[config.mk]
export PLATFORM = sky130hd
export DESIGN_NAME = utrc_cfg
export DESIGN_NICKNAME = d
export VERILOG_FILES = /design/src/rtl/utrc_pkg.sv /design/src/rtl/utrc_cfg.sv
export SDC_FILE = /design/constraint.sdc
export NUM_CORES = 1
export LEC_CHECK = 0
export BUFFER_PORTS_ARGS = -buffer_cell sky130_fd_sc_hd__buf_4
export CAP_MARGIN = 20
export CORE_UTILIZATION = 60
export DETAILED_ROUTE_END_ITERATION = 7
export PLACE_DENSITY = 0.86
export SLEW_MARGIN = 20
export SYNTH_ARGS = -nofsm -noshare
export SYNTH_HDL_FRONTEND = slang
export SYNTH_SLANG_ARGS = --single-unit
[constraint.sdc]
create_clock -name clk -period 9.2 [get_ports clk]
set_clock_uncertainty 0.2 [all_clocks]
set_input_delay 1.38 -clock clk [delete_from_list [all_inputs] [get_ports clk]]
set_output_delay 1.38 -clock clk [all_outputs]
set_load 0.02 [all_outputs]
[src/rtl/utrc_pkg.sv]
`timescale 1ns / 1ps
package utrc_pkg;

  // Coordinate and derived operand widths.
  localparam int COORD_WIDTH = 32;
  localparam int DIFF_W      = COORD_WIDTH + 1;
  localparam int SPAN_W      = COORD_WIDTH + 3;
  localparam int SIDE_W      = COORD_WIDTH + 4;

  // Configuration register widths and reset values.
  localparam int RADIUS_W = 20;
  localparam int EPS_W    = 32;
  localparam int RR4_W    = 2 * RADIUS_W + 3;
  localparam int ADDR_W   = 3;
  localparam int DATA_W   = 32;
  localparam logic [RADIUS_W-1:0] MIN_RADIUS_RESET = 20'd505;
  localparam logic [EPS_W-1:0]    CROSS_EPS_RESET  = 32'd1;

  // Register indexes.
  localparam logic REG_MIN_RADIUS = 1'b0;
  localparam logic REG_CROSS_EPS  = 1'b1;

  // Decision codes.
  localparam logic [2:0] CASE_NOT_UTURN   = 3'd0;
  localparam logic [2:0] CASE_NO_GEOMETRY = 3'd1;
  localparam logic [2:0] CASE_MID_CENTER  = 3'd2;
  localparam logic [2:0] CASE_SIDE_CENTER = 3'd3;
  localparam logic [2:0] CASE_PARALLEL    = 3'd4;
  localparam logic [2:0] CASE_GENERAL     = 3'd5;

  // Multiplier limb width and work queue depth.
  localparam int LIMB_W      = 32;
  localparam int QUEUE_DEPTH = 4;

  typedef struct packed {
    logic                          is_u_turn;
    logic                          has_geometry;
    logic signed [COORD_WIDTH-1:0] start_x;
    logic signed [COORD_WIDTH-1:0] start_y;
    logic signed [COORD_WIDTH-1:0] mid_x;
    logic signed [COORD_WIDTH-1:0] mid_y;
    logic signed [COORD_WIDTH-1:0] end_x;
    logic signed [COORD_WIDTH-1:0] end_y;
  } lane_t;

  typedef struct packed {
    logic       accepted;
    logic [2:0] decision_case;
  } verdict_t;

  // One classified item waiting for the arithmetic pipeline.
  typedef struct packed {
    logic                     decided;
    logic [2:0]               early_case;
    logic signed [DIFF_W-1:0] ux;
    logic signed [DIFF_W-1:0] uy;
    logic signed [DIFF_W-1:0] vx;
    logic signed [DIFF_W-1:0] vy;
    logic signed [DIFF_W-1:0] ox;
    logic signed [DIFF_W-1:0] oy;
    logic signed [SPAN_W-1:0] ax;
    logic signed [SPAN_W-1:0] ay;
    logic signed [SIDE_W-1:0] bx;
    logic signed [SIDE_W-1:0] by;
  } work_t;

  typedef struct packed {
    logic signed [RR4_W-1:0] rr4;
    logic [EPS_W-1:0]        eps;
  } cfg_t;

  // Register stages of a limb-serial multiplier: one partial product per stage.
  function automatic int mul_lat(int aw, int bw);
    return ((aw + LIMB_W - 1) / LIMB_W) * ((bw + LIMB_W - 1) / LIMB_W) + 2;
  endfunction

  function automatic int max2(int a, int b);
    return (a > b) ? a : b;
  endfunction

endpackage

[src/rtl/utrc_cfg.sv]
`timescale 1ns / 1ps
module utrc_cfg (
  input  logic                         clk,
  input  logic                         rst,
  input  logic                         psel,
  input  logic                         penable,
  input  logic                         pwrite,
  input  logic [utrc_pkg::ADDR_W-1:0]  paddr,
  input  logic [utrc_pkg::DATA_W-1:0]  pwdata,
  output logic [utrc_pkg::DATA_W-1:0]  prdata,
  output logic                         pready,
  output utrc_pkg::cfg_t               cfg
);

  logic [utrc_pkg::RADIUS_W-1:0]   min_radius;
  logic [utrc_pkg::EPS_W-1:0]      cross_epsilon;
  logic [2*utrc_pkg::RADIUS_W-1:0] radius_sq;
  logic                            wr;
  logic                            reg_idx;

  assign wr      = psel & penable & pwrite;
  assign reg_idx = paddr[2];
  assign pready  = 1'b1;

  // Register writes in the access phase of a transfer.
  always_ff @(posedge clk) begin
    if (rst) begin
      min_radius    <= utrc_pkg::MIN_RADIUS_RESET;
      cross_epsilon <= utrc_pkg::CROSS_EPS_RESET;
    end else if (wr) begin
      unique case (reg_idx)
        utrc_pkg::REG_MIN_RADIUS: min_radius    <= pwdata[utrc_pkg::RADIUS_W-1:0];
        utrc_pkg::REG_CROSS_EPS:  cross_epsilon <= pwdata[utrc_pkg::EPS_W-1:0];
        default: ;
      endcase
    end
  end

  // Read back.
  assign prdata = (reg_idx == utrc_pkg::REG_CROSS_EPS) ? utrc_pkg::DATA_W'(cross_epsilon)
                                                       : utrc_pkg::DATA_W'(min_radius);

  // The squared limit 4*R^2 is kept in a register so no datapath stage squares it.
  assign radius_sq = min_radius * min_radius;

  always_ff @(posedge clk) begin
    cfg.rr4 <= $signed({1'b0, radius_sq, 2'b00});
    cfg.eps <= cross_epsilon;
  end

endmodule

**Yosys cells after proc, flatten, opt, wreduce, memory -nomap -nowiden**

Index checks and enable logic that the tools add are counted.

- Register bits after elaboration: 124
- Bits of input ports: 40

- Multiply operators: 1
- Mux-type cells: 1
- Bitwise operators: 3
- Reduce and logical (&&, ||, !) cells: 2

Operator list:

| operator | number |
|---|---|
| multiplier 20 x 20 -> 40 bit | 1 |
| two-way mux 32 bit | 1 |
| AND reduction 2 bit | 2 |
| bitwise AND 1 bit | 2 |
| NOT 1 bit | 1 |

**Logic depth before layout (Yosys ltp)**

Gate-level depths: netlist of the first run.

- Depth in word-level cells: 3
- Mapped depth: 27
- Mapped depth without buffers: 25

**Worst setup path before layout of the first run**

Ideal clock, no wire load.

- Kind: register to register
- Start: register min_radius[14] (netlist name)
- End: register cfg[67] (netlist name)
- Setup time: 0.128 ns
- Data arrival time: 6.286 ns
- Setup slack: 2.587 ns
- Cell stages (with the launch flop): 25
- Buffers on the path: 3
- Period minus slack after synthesis: 6.613 ns
- Cell sequence: dfxtp_1 -> clkbuf_1 -> clkbuf_1 -> nand2_1 -> fa_1 -> inv_1 -> fa_1 -> inv_1 -> fa_1 -> inv_1 -> fa_1 -> fa_1 -> fa_1 -> inv_1 -> fa_1 -> inv_1 -> ha_1 -> clkbuf_1 -> a21oi_1 -> o21ai_1 -> a221oi_1 -> nor2_1 -> a2111oi_4 -> o21bai_1 -> xor2_1

- Cells in the longest elaborated chain, start to end: 1

Ends and longest elaborated chain:

| what | RTL line | source |
|---|---|---|
| from (decl) | utrc_cfg.sv:15 | `logic [utrc_pkg::RADIUS_W-1:0] min_radius;` |
| from (signal assigned) | utrc_cfg.sv:28 | `min_radius <= utrc_pkg::MIN_RADIUS_RESET;` |
| from (signal assigned) | utrc_cfg.sv:32 | `utrc_pkg::REG_MIN_RADIUS: min_radius <= pwdata[utrc_pkg::RADIUS_W-1:0];` |
| multiplier 20 x 20 -> 40 bit | utrc_cfg.sv:44 | `assign radius_sq = min_radius * min_radius;` |
| net radius_sq (one bit) | utrc_cfg.sv:17 | `logic [2*utrc_pkg::RADIUS_W-1:0] radius_sq;` |
| to (decl) | utrc_cfg.sv:12 | `output utrc_pkg::cfg_t cfg` |

The timed path passes the listed nets, and every way through them passes these cells.
A chain may end at the register's enable or synchronous reset.

**Worst setup path in the final report of the first run**

- Start: register min_radius[4] (netlist name)
- End: register cfg[73] (netlist name)

Same word-level chain as after synthesis.

==> results of run 1 <==
-- critical path: stages, from the launching register on --
cell and delay, ns:
sky130_fd_sc_hd__dfxtp_1 0.85, sky130_fd_sc_hd__nand2_1 0.21, sky130_fd_sc_hd__fa_1 0.62, sky130_fd_sc_hd__inv_1 0.07
sky130_fd_sc_hd__fa_1 0.55, sky130_fd_sc_hd__fa_1 0.45, sky130_fd_sc_hd__fa_1 0.51, sky130_fd_sc_hd__inv_1 0.05
sky130_fd_sc_hd__fa_1 0.52, sky130_fd_sc_hd__inv_1 0.05, sky130_fd_sc_hd__fa_1 0.46, sky130_fd_sc_hd__fa_1 0.47
sky130_fd_sc_hd__ha_1 0.44, sky130_fd_sc_hd__a21oi_2 0.41, sky130_fd_sc_hd__o21ai_1 0.20, sky130_fd_sc_hd__nor4_1 0.51
sky130_fd_sc_hd__o21ai_2 0.24, sky130_fd_sc_hd__a31oi_4 0.26, sky130_fd_sc_hd__a21oi_2 0.12, sky130_fd_sc_hd__a311oi_1 0.35
sky130_fd_sc_hd__xnor2_1 0.14
-- metal layers --
metal / vias to the layer above / wire length [um] / global-route usage, %
met1: 5785 / 13100 / 34.4
met4: 0 / 2000 / 16.7
met5: - / 0 / 0
li1: 5131 / - / -
met2: 515 / 19600 / 53.7
met3: 160 / 2700 / 5.26
-- registers in the layout (all words and copies together), names as in the netlist --
name / count
cross_epsilon: 32
min_radius: 20
cfg: 71
-- metrics by stage --
| step | power [mW] | setup slack [ns] | std cells | utilization [%] | area [um^2] |
|---|---|---|---|---|---|
| floorplan | 2.10 | 2.59 | 1636 | - | 15200 |
| global placement | 2.51 | 1.64 | 2040 | 67.0 | 16500 |
| detailed placement | 2.57 | 1.44 | 2040 | 67.0 | 16500 |
| CTS | 3.28 | 1.41 | 2072 | 69.4 | 17100 |
| global route | 3.51 | 1.18 | 2072 | 69.4 | 17100 |
| finish | 3.26 | 1.40 | 2072 | 69.4 | 17100 |
-- cells in the mapped netlist, types with 4 or more instances --
master and n:
sky130_fd_sc_hd__a31oi_1 9, sky130_fd_sc_hd__o21bai_1 6, sky130_fd_sc_hd__o21ai_0 18, sky130_fd_sc_hd__nor2b_1 6, sky130_fd_sc_hd__nand4_1 7, sky130_fd_sc_hd__o21ai_1 7, sky130_fd_sc_hd__xor2_1 21, sky130_fd_sc_hd__nand3b_1 4
sky130_fd_sc_hd__and2_1 80, sky130_fd_sc_hd__a211o_1 4, sky130_fd_sc_hd__ha_1 151, sky130_fd_sc_hd__and3_1 5, sky130_fd_sc_hd__nand3_1 10, sky130_fd_sc_hd__fa_1 279, sky130_fd_sc_hd__nand2_1 236, sky130_fd_sc_hd__xnor2_1 33
sky130_fd_sc_hd__a21o_1 23, sky130_fd_sc_hd__mux2_2 11, sky130_fd_sc_hd__nor2_1 40, sky130_fd_sc_hd__nand2b_1 5, sky130_fd_sc_hd__nor3_1 4, sky130_fd_sc_hd__inv_1 357, sky130_fd_sc_hd__clkbuf_1 65, sky130_fd_sc_hd__o221ai_1 4
sky130_fd_sc_hd__dfxtp_1 123, sky130_fd_sc_hd__a21oi_1 76, sky130_fd_sc_hd__buf_4 5
-- where the power goes --
group / internal (mW) / total [mW] / switching [mW]
Sequential: 0.612 / 0.636 / 0.0235
Clock: 0.387 / 0.698 / 0.311
Combinational: 0.763 / 1.92 / 1.16
-- layout make-up --
class	count	area [um^2]	share of cell area, %
Clock buffer	17	425	2.49
Multi-Input combinational cell	1080	11100	65.0
Sequential cell	123	2460	14.4
Timing Repair Buffer	156	1170	6.86
Inverter	357	1340	7.84
Clock inverter	15	174	1.02
Tap cell	324	405	2.37
-- worst paths after layout --
kind	start	end	slack (ns)	cells past startpoint
max	min_radius[4]	cfg[73]	1.40	20
min	cross_epsilon[29]	cfg[29]	0.17	0
max reg2reg	min_radius[4]	cfg[73]	1.40	20
min reg2reg	cross_epsilon[29]	cfg[29]	0.17	0
-- cell families (layout without fill, tap and decap cells) --
kind of cell / Yosys count / after routing
AOI/OAI and AO/OA: 171 / 171
xor gates and xnor gates: 54 / 54
adders and majority gates: 432 / 432
buffers and inverters: 433 / 545
DFF: 123 / 123
muxes: 12 / 12
other: 2 / 5
and+or+nand+nor: 406 / 406
==> run_results.csv, run 1 <==
group,metric,value,unit
job,max_cap_violations,0,
sta,final_hold_violations,0,
clock_network,clock_sink_count,123,
place,place_hpwl,28600,um
power_and_ir_drop,cellLeakagePower,9.19,nW
floorplan,chipHeight,161,um
worst_setup_path,critical_path.startpoint_type,"register",
floorplan,core.rowCount,57,
sta,holdWs,0.167,ns
floorplan,fp.dieArea,0.0260,mm^2
cells_and_area,finalNetCount,2205,
sta,worst_slew_margin_rel,34.8,%
worst_setup_path,required_time_reported_for_the_critical_path_endpoint,9.32,ns
place,place.gp.congestion,0.892,
drt,detailedRoute.firstIterationViolations,904,
yosys,compound_gate_portion_of_the_synthesized_area,7.38,%
cells_and_area,layout_common_cells,"357 x sky130_fd_sc_hd__inv_1, 279 x sky130_fd_sc_hd__fa_1, 236 x sky130_fd_sc_hd__nand2_1, 156 x sky130_fd_sc_hd__buf_4, 151 x sky130_fd_sc_hd__ha_1",
worst_setup_path,crit_fanout,19,
yosys,ys_dominant_reg_cell,"sky130_fd_sc_hd__dfxtp_1",
floorplan,start_util,61.8,%
sta,timing.final.crit_period,7.80,ns
yosys,synth-seq-area-share,16.2,%
yosys,synth_top_family_by_area,"adder cells",
min_path,worst_hold_path_type,"reg -> reg",
yosys,synth_enable_flop_cells,0,
yosys,synthDistinctLibCells,58,
clock_network,clock_tree.buffer_depth,2,
sta,tcrit_tclk_final,84.8,%
place,io_buffers,140,
cells_and_area,layout-area-overhead-vs-synth,12.3,%
clock_network,ctsRootBufferMaster,"sky130_fd_sc_hd__clkbuf_16",
power_and_ir_drop,power-per-cell-area,191,mW/mm^2
yosys,synth.area.top_cells,"sky130_fd_sc_hd__fa_1 37%, sky130_fd_sc_hd__dfxtp_1 16%, sky130_fd_sc_hd__ha_1 12%",
global_routing,initial_antenna_violation_count,0,
global_routing,grt_max_degree,53,
drt,route.detailed.wl_per_inst,18.0,um
clock_network,clock_latency_at_the_later_pin_of_the_worst_skew_pair,0.44,ns
yosys,ys_ff_latch,123,
global_routing,first_global_vias,12400,
drt,routed-via-count,11600,
sta,final-setup-viol-count,0,
drt,detail_route.first_pass.iterations,7,
yosys,synthAdderAreaFrac,49.3,%
yosys,postSynthCellCount,1633,
clock_network,numCtsBuffers,17,
cells_and_area,drive_gt1_share,12.6,%
drt,drc,0,
sta,grt_setup_unrepaired,"false",
yosys,synth.top_cell.area_share,36.7,%
clock_network,tritoncts,"done",
worst_setup_path,endpoint_kind,"register",
sta,fmax,128,MHz
sta,fin_tns_setup,0,ns
floorplan,ios,148,
yosys,synth_area,0.0152,mm^2
global_routing,grt-ovfl-total,0,
drt,antenna_violating_nets_post_route,0,
worst_setup_path,worst_ep_arrival_time,7.92,ns
floorplan,core_area,0.0246,mm^2
clock_network,clkSlewWorstSetupHoldPaths,0.07,ns
yosys,synth_simple_gate_area_share,12.2,%
clock_network,post-cts-setup-buffer-count,0,
drt,detail_route.vias_per_cell,5.59,
floorplan,dieWidth,161,um
yosys,yosys_warnings,0,
sta,max_slew_violation_total_from_the_final_report,0,
clock_network,cts-htree-levels,4,
yosys,synth.area.mux_share,0.880,%
yosys,asyncSetResetFlopFracSynth,0,%
cells_and_area,layout.cells.most_common,"sky130_fd_sc_hd__inv_1",
yosys,synth_top_cell_by_area,"sky130_fd_sc_hd__fa_1",
cells_and_area,antennaDiodeCount,0,
sta,worst-slew-pin-transition,0.976,ns
yosys,syn_area_per_cell,9.32,um^2
global_routing,grt_pass1_wl,60900,um
cells_and_area,number_of_fill_cells,1716,
clock_network,post_cts_resized,0,
worst_setup_path,worst-setup-path-type,"reg -> reg",
yosys,post_synth_xor_area_fraction,3.11,%
drt,detail_route.wirelength,37400,um
power_and_ir_drop,ir_drop,0.228,mV
outcome,status,"completed",
global_routing,gr-usage-all-layers,30.2,%
clock_network,cts_hold_repair.buffers,0,
Power figures use the tool's default switching activity.
==> run 2: changes to the inputs <==
--- a/config.mk
+++ b/config.mk
@@ -7,9 +7,9 @@
 export LEC_CHECK = 0
 export BUFFER_PORTS_ARGS = -buffer_cell sky130_fd_sc_hd__buf_4
 export CAP_MARGIN = 20
-export CORE_UTILIZATION = 60
+export CORE_UTILIZATION = 56
 export DETAILED_ROUTE_END_ITERATION = 7
-export PLACE_DENSITY = 0.86
+export PLACE_DENSITY = 0.84
 export SLEW_MARGIN = 20
 export SYNTH_ARGS = -nofsm -noshare
 export SYNTH_HDL_FRONTEND = slang
==> constraint.sdc (replaced) <==
create_clock -name clk -period 6.9 [get_ports clk]
set_clock_uncertainty 0.2 [all_clocks]
set_input_delay 1.035 -clock clk [delete_from_list [all_inputs] [get_ports clk]]
set_output_delay 1.035 -clock clk [all_outputs]
set_load 0.02 [all_outputs]
==> run_results.csv, run 2 (same netlist as run 1, synthesis figures left out) <==
group,metric,value,unit
outcome,status,"completed",
drt,detail_route.first_pass.iterations,5,
worst_setup_path,critPathCapture,"cfg[73]",
worst_setup_path,timing.rr.start,"min_radius[2]",
drt,drc,0,
clock_network,ctsRootBufferMaster,"sky130_fd_sc_hd__clkbuf_16",
cells_and_area,reg_top3,"cfg x71, cross_epsilon x32, min_radius x20",
drt,routed-via-count,12000,
sta,fmax,148,MHz
power_and_ir_drop,cellLeakagePower,9.58,nW
clock_network,clock_sink_count,123,
sta,tcrit_tclk_final,97.8,%
cells_and_area,largest_reg_flops,71,
clock_network,tritoncts,"done",
cells_and_area,drive_gt1_share,18.0,%
global_routing,initial_antenna_violation_count,0,
sta,setup_ws,0.149,ns
min_path,worst_hold_path_type,"reg -> reg",
global_routing,gr-usage-met1,33.3,%
worst_setup_path,r2r.worst_path.cells,21,
cells_and_area,top_register,"cfg",
worst_setup_path,regToRegSetupSlack,0.15,ns
place,io_buffers,140,
place,place.gp.congestion,0.925,
worst_setup_path,endpoint_kind,"register",
cells_and_area,post-route-cell-area,0.0178,mm^2
sta,max_slew_violation_total_from_the_final_report,0,
sta,final-setup-viol-count,0,
global_routing,first_global_vias,12800,
floorplan,dieWidth,167,um
drt,detailedRoute.firstIterationViolations,977,
place,place_hpwl,30500,um
floorplan,ios,148,
global_routing,globalRouteMet3Util,5.04,%
sta,worst_slew_margin_rel,52.1,%
cells_and_area,layout_common_cells,"354 x sky130_fd_sc_hd__inv_1, 278 x sky130_fd_sc_hd__fa_1, 235 x sky130_fd_sc_hd__nand2_1, 221 x sky130_fd_sc_hd__buf_4, 149 x sky130_fd_sc_hd__ha_1",
global_routing,grt_pass1_wl,63200,um
clock_network,clock_tree.buffer_depth,2,
worst_setup_path,critical_path.startpoint_type,"register",
worst_setup_path,launching_instance_or_port_of_the_critical_path,"min_radius[2]",
floorplan,chipHeight,167,um
worst_setup_path,worst-setup-path-type,"reg -> reg",
power_and_ir_drop,ir_drop,0.271,mV
cells_and_area,finalNetCount,2277,
floorplan,core.rowCount,59,
clock_network,clock_latency_at_the_later_pin_of_the_worst_skew_pair,0.44,ns
clock_network,cts-htree-levels,4,
global_routing,grt_most_used_layer,"met2",
global_routing,grt-ovfl-total,0,
clock_network,clkSlewWorstSetupHoldPaths,0.07,ns
place,place_inst,2117,
drt,detail_route.wirelength,39800,um
cells_and_area,layout-area-overhead-vs-synth,17.0,%
drt,detail_route.vias_per_cell,5.57,
worst_setup_path,worst_ep_arrival_time,6.86,ns
place,dpl_cell_area,0.0170,mm^2
floorplan,start_util,57.7,%
clock_network,numCtsBuffers,17,
floorplan,fp.dieArea,0.0278,mm^2
worst_setup_path,timing.rr.end,"cfg[73]",
drt,antenna_violating_nets_post_route,0,
global_routing,grt_max_degree,53,
worst_setup_path,required_time_reported_for_the_critical_path_endpoint,7.01,ns
place,placement.setup.worst_slack,-0.0528,ns
power_and_ir_drop,power-per-cell-area,266,mW/mm^2
worst_setup_path,crit_fanout,9,
clock_network,cts_hold_repair.buffers,0,
drt,route.detailed.wl_per_inst,18.5,um
sta,timing.final.crit_period,6.75,ns
cells_and_area,number_of_fill_cells,1818,
cells_and_area,layout.cells.most_common,"sky130_fd_sc_hd__inv_1",
floorplan,core_area,0.0264,mm^2
sta,worst-slew-pin-transition,0.717,ns
global_routing,gr-usage-all-layers,29.2,%
cells_and_area,antennaDiodeCount,0,
sta,final_hold_violations,0,
job,max_cap_violations,0,
global_routing,grt_util_met2,52.0,%
cells_and_area,post_layout_nonfiller_instances,2155,
==> run 2: cell type report <==
cell class                 instances  area (um^2)  area share (%)
multi-input combinational       1080        11200            62.9
sequential                       123         2490            14.0
timing repair buffer             228         1760            9.89
inverter                         357         1340            7.52
clock buffer                      17          425            2.39
tap                              335          419            2.35
clock inverter                    15          174           0.977
==> run 2: stage by stage <==
| stage | hold slack [ns] | utilization (%) | setup TNS (ns) | power [mW] |
|---|---|---|---|---|
| after CTS | 0.160 | 66.9 | 0 | 4.64 |
| final | 0.160 | 67.6 | 0 | 4.74 |
| after detailed placement | 0.155 | 64.6 | -0.104 | 3.67 |
| after floorplan | 0.143 | - | 0 | 2.80 |
| after global placement | 0.148 | 64.6 | 0 | 3.57 |
| after global routing | 0.163 | 67.6 | -0.0277 | 5.09 |
==> run 2: worst min-delay path by stage <==
stage,start,end,slack (ns),cells past startpoint
5_1_grt,cross_epsilon[31],cfg[31],0.16,0
3_5_place_dp,cross_epsilon[28],cfg[28],0.15,0
3_3_place_gp,cross_epsilon[25],cfg[25],0.15,0
6_report,cross_epsilon[31],cfg[31],0.16,0
2_1_floorplan,cross_epsilon[20],cfg[20],0.14,0
4_1_cts,cross_epsilon[31],cfg[31],0.16,0
==> run 2: power breakdown <==
part | total [mW] | internal [mW] | switching, mW
clock network | 0.942 | 0.517 | 0.425
logic | 2.95 | 1.24 | 1.71
registers | 0.845 | 0.815 | 0.0302
total | 4.74 | 2.57 | 2.17
==> run 2: what timing repair did <==
| item | in CTS | in global routing |
|---|---|---|
| buffers inserted | 0 | 6 |
| pin swaps | 1 | 4 |
| setup endpoints to repair | 4 | 14 |
| gates resized for setup | 3 | 45 |
==> run 2: metal layers <==
metal / routed length, um / up-vias / part of all wire [%]
met5: 0 / - / 0
met3: 2780 / 176 / 7.0
li1: - / 5281 / -
met2: 20900 / 608 / 52
met1: 14200 / 5948 / 36
met4: 1950 / 0 / 4.9
==> run 2: worst max-delay path: stages, from the launching register on <==
cell and delay, ns:
sky130_fd_sc_hd__dfxtp_2 0.39, sky130_fd_sc_hd__buf_4 0.19, sky130_fd_sc_hd__and2_1 0.15, sky130_fd_sc_hd__fa_1 0.45, sky130_fd_sc_hd__fa_1 0.50, sky130_fd_sc_hd__fa_1 0.50, sky130_fd_sc_hd__fa_1 0.55, sky130_fd_sc_hd__inv_1 0.05
sky130_fd_sc_hd__fa_1 0.52, sky130_fd_sc_hd__inv_1 0.05, sky130_fd_sc_hd__fa_1 0.48, sky130_fd_sc_hd__fa_1 0.48, sky130_fd_sc_hd__ha_1 0.41, sky130_fd_sc_hd__buf_4 0.19, sky130_fd_sc_hd__nor2_1 0.05, sky130_fd_sc_hd__o31ai_1 0.33
sky130_fd_sc_hd__nand4_1 0.21, sky130_fd_sc_hd__o21ai_4 0.24, sky130_fd_sc_hd__a31oi_4 0.13, sky130_fd_sc_hd__a21oi_2 0.24, sky130_fd_sc_hd__a311oi_1 0.15, sky130_fd_sc_hd__xnor2_1 0.16
==> run 3: changes to the inputs <==
--- a/config.mk
+++ b/config.mk
@@ -5,6 +5,7 @@
 export SDC_FILE = /design/constraint.sdc
 export NUM_CORES = 1
 export LEC_CHECK = 0
+export ABC_AREA = 1
 export BUFFER_PORTS_ARGS = -buffer_cell sky130_fd_sc_hd__buf_4
 export CAP_MARGIN = 20
 export CORE_UTILIZATION = 56
==> run_results.csv, run 3 <==
group,metric,value,unit
power_and_ir_drop,p_int,2.90,mW
worst_setup_path,r2r.worst_path.cells,23,
sta,holdWs,0.162,ns
min_path,worst_hold_path_type,"reg -> reg",
clock_network,post-cts-setup-buffer-count,0,
yosys,ys_dominant_reg_cell,"sky130_fd_sc_hd__dfxtp_1",
power_and_ir_drop,power.combinational.fraction,69.1,%
power_and_ir_drop,p_sw_share,51.4,%
sta,fmax,152,MHz
drt,detailedRoute.firstIterationViolations,824,
drt,detail_route.first_pass.iterations,7,
global_routing,gr-usage-all-layers,29.8,%
worst_setup_path,required_time_reported_for_the_critical_path_endpoint,7.03,ns
clock_network,clkSlewWorstSetupHoldPaths,0.06,ns
place,io_buffers,140,
cells_and_area,antennaDiodeCount,0,
place,place.gp.congestion,0.931,
clock_network,cts_hold_repair.buffers,0,
clock_network,cts-htree-levels,4,
yosys,synth.top_cell.area_share,34.9,%
yosys,asyncSetResetFlopFracSynth,0,%
cells_and_area,utilization,64.7,%
cells_and_area,layout_common_cells,"542 x sky130_fd_sc_hd__inv_1, 447 x sky130_fd_sc_hd__nand2_1, 279 x sky130_fd_sc_hd__fa_1, 168 x sky130_fd_sc_hd__buf_4, 151 x sky130_fd_sc_hd__ha_1",
power_and_ir_drop,p_total,5.96,mW
floorplan,chipHeight,171,um
worst_setup_path,worst_ep_arrival_time,6.70,ns
drt,route.detailed.wl_per_inst,16.2,um
floorplan,ios,148,
sta,final-setup-viol-count,0,
global_routing,initial_antenna_violation_count,0,
cells_and_area,post_layout_nonfiller_instances,2514,
power_and_ir_drop,cellLeakagePower,10.8,nW
cells_and_area,largest_reg_flops,71,
clock_network,numCtsBuffers,17,
yosys,synthDistinctLibCells,34,
power_and_ir_drop,power.clock.fraction,15.9,%
power_and_ir_drop,power-per-cell-area,330,mW/mm^2
worst_setup_path,crit_fanout,12,
sta,worst-slew-pin-transition,0.741,ns
clock_network,clock_tree.buffer_depth,2,
yosys,synth.top_cells.by_count,"542 x sky130_fd_sc_hd__inv_1, 447 x sky130_fd_sc_hd__nand2_1, 279 x sky130_fd_sc_hd__fa_1",
min_path,hold_path_cell_cnt,0,
power_and_ir_drop,total_switching_power,3.07,mW
floorplan,core.rowCount,61,
yosys,ys_ff_latch,123,
yosys,yosys_warnings,0,
global_routing,grt_max_degree,51,
sta,tcrit_tclk_final,95.2,%
drt,antenna_violating_nets_post_route,0,
sta,fin_tns_setup,0,ns
drt,detail_route.wirelength,40700,um
sta,worst_slew_margin_rel,50.5,%
sta,max_slew_violation_total_from_the_final_report,0,
yosys,synth_top_cell_by_area,"sky130_fd_sc_hd__fa_1",
worst_setup_path,endpoint_kind,"register",
worst_setup_path,critical_path.startpoint_type,"register",
global_routing,grt-ovfl-total,0,
yosys,synth_most_common_cell,"sky130_fd_sc_hd__inv_1",
drt,detail_route.vias_per_cell,5.17,
worst_setup_path,worst-setup-path-type,"reg -> reg",
global_routing,grt_pass1_wl,66500,um
floorplan,start_util,57.2,%
clock_network,ctsRootBufferMaster,"sky130_fd_sc_hd__clkbuf_16",
cells_and_area,layout.cells.most_common,"sky130_fd_sc_hd__inv_1",
place,place_hpwl,33000,um
drt,routed-via-count,13000,
clock_network,clock_latency_at_the_later_pin_of_the_worst_skew_pair,0.44,ns
floorplan,dieWidth,171,um
cells_and_area,finalNetCount,2595,
clock_network,tritoncts,"done",
power_and_ir_drop,share_seq_of_total_power,15.1,%
yosys,postSynthCellCount,1997,
job,max_cap_violations,0,
floorplan,fp.dieArea,0.0292,mm^2
sta,final_hold_violations,0,
cells_and_area,layout-area-overhead-vs-synth,13.1,%
clock_network,clock_sink_count,123,
sta,timing.final.crit_period,6.57,ns
cells_and_area,drive_gt1_share,11.4,%
yosys,synth.area.top_cells,"sky130_fd_sc_hd__fa_1 35%, sky130_fd_sc_hd__dfxtp_1 15%, sky130_fd_sc_hd__inv_1 13%",
yosys,syn_area_per_cell,8.00,um^2
clock_network,post_cts_resized,0,
cells_and_area,reg_top3,"cfg x71, cross_epsilon x32, min_radius x20",
yosys,synth_area,0.0160,mm^2
power_and_ir_drop,ir_drop,0.395,mV
drt,drc,0,
sta,grt_setup_unrepaired,"false",
global_routing,first_global_vias,13900,
floorplan,core_area,0.0279,mm^2
yosys,synth-seq-area-share,15.4,%
cells_and_area,top_register,"cfg",
place,place_inst,2483,
yosys,synth_enable_flop_cells,0,
outcome,status,"completed",
## run 3: cell count changes in the layout (fill, tap and decap cells not counted), moves of 22 or more
cell / previous run / this run
sky130_fd_sc_hd__and2_1: 78 / 1
sky130_fd_sc_hd__buf_4: 221 / 168
sky130_fd_sc_hd__a21o_1: 23 / 1
sky130_fd_sc_hd__nor2_1: 36 / 121
sky130_fd_sc_hd__inv_1: 354 / 542
sky130_fd_sc_hd__o21ai_0: 18 / 82
sky130_fd_sc_hd__nand2_2: 1 / 23
sky130_fd_sc_hd__nand2_1: 235 / 447
## run 3: critical path, cell delays in order, from the launching register on
cell	delay [ns]
sky130_fd_sc_hd__dfxtp_1	0.76
sky130_fd_sc_hd__buf_4	0.26
sky130_fd_sc_hd__nand2_1	0.05
sky130_fd_sc_hd__inv_1	0.14
sky130_fd_sc_hd__fa_1	0.46
sky130_fd_sc_hd__fa_1	0.53
sky130_fd_sc_hd__inv_1	0.06
sky130_fd_sc_hd__fa_1	0.50
sky130_fd_sc_hd__inv_1	0.05
sky130_fd_sc_hd__fa_1	0.48
sky130_fd_sc_hd__fa_1	0.59
sky130_fd_sc_hd__fa_1	0.47
sky130_fd_sc_hd__fa_1	0.50
sky130_fd_sc_hd__ha_1	0.37
sky130_fd_sc_hd__nand2_1	0.16
sky130_fd_sc_hd__inv_1	0.07
sky130_fd_sc_hd__a21oi_1	0.20
sky130_fd_sc_hd__nand2_1	0.12
sky130_fd_sc_hd__nand2_1	0.09
sky130_fd_sc_hd__nand3_2	0.14
sky130_fd_sc_hd__nand2_2	0.11
sky130_fd_sc_hd__nand2_1	0.05
sky130_fd_sc_hd__nand2_1	0.05
sky130_fd_sc_hd__nand2_1	0.04
## run 3: logic make-up (layout without fill, tap and decap cells)
| family | count (synthesis) | count (layout) | synth area share (%) |
|---|---|---|---|
| AO/OA/AOI/OAI | 145 | 145 | 4.71 |
| XOR/XNOR | 37 | 37 | 2.03 |
| adder cells (fa/ha/maj) | 430 | 430 | 46.8 |
| buffers and inverters | 608 | 744 | 14.4 |
| flip-flops | 123 | 123 | 15.4 |
| other | 2 | 5 | 0.0470 |
| AND/OR/NAND/NOR | 652 | 652 | 16.6 |
## run 3: final cells by class
cell class / instances / area, um^2
multi-input cells: 1269 / 11200
fillers: 2250 / 9850
flip-flops and latches: 123 / 2460
inverters: 545 / 2050
repair buffers: 169 / 1290
well taps: 378 / 473
clock buffers: 21 / 450
clock inverters: 9 / 140
## run 3: final timing paths
path | start | endpoint | slack [ns]
hold / removal | cross_epsilon[6] | cfg[6] | 0.16
setup reg to reg | min_radius[3] | cfg[65] | 0.33
setup / recovery | min_radius[3] | cfg[65] | 0.33
hold reg to reg | cross_epsilon[6] | cfg[6] | 0.16
## run 3: stage by stage
step | area (um^2) | worst slack, ns
after global routing | 18100 | 0.0810
after global placement | 17500 | 0.529
after floorplan | 16000 | 0.778
after CTS | 18100 | 0.408
final | 18100 | 0.333
after detailed placement | 17500 | 0.421
## run 3: metal layers
metal  track usage (%)  wire [um]  up-vias
met2              53.6      20900      562
li1                  -          -     6015
met5                 0          0        -
met4              13.7       1780        0
met3              6.75       3080      143
met1              33.4      15000     6284
## run 3: power groups by stage
stage | Combinational (mW) | Sequential [mW] | Clock (mW)
4_1_cts | 4.10 | 0.899 | 0.946
3_3_place_gp | 3.92 | 0.911 | 0
2_1_floorplan | 2.84 | 0.998 | 0
3_5_place_dp | 4.05 | 0.913 | 0
5_1_grt | 4.57 | 0.907 | 0.979
6_report | 4.12 | 0.899 | 0.946
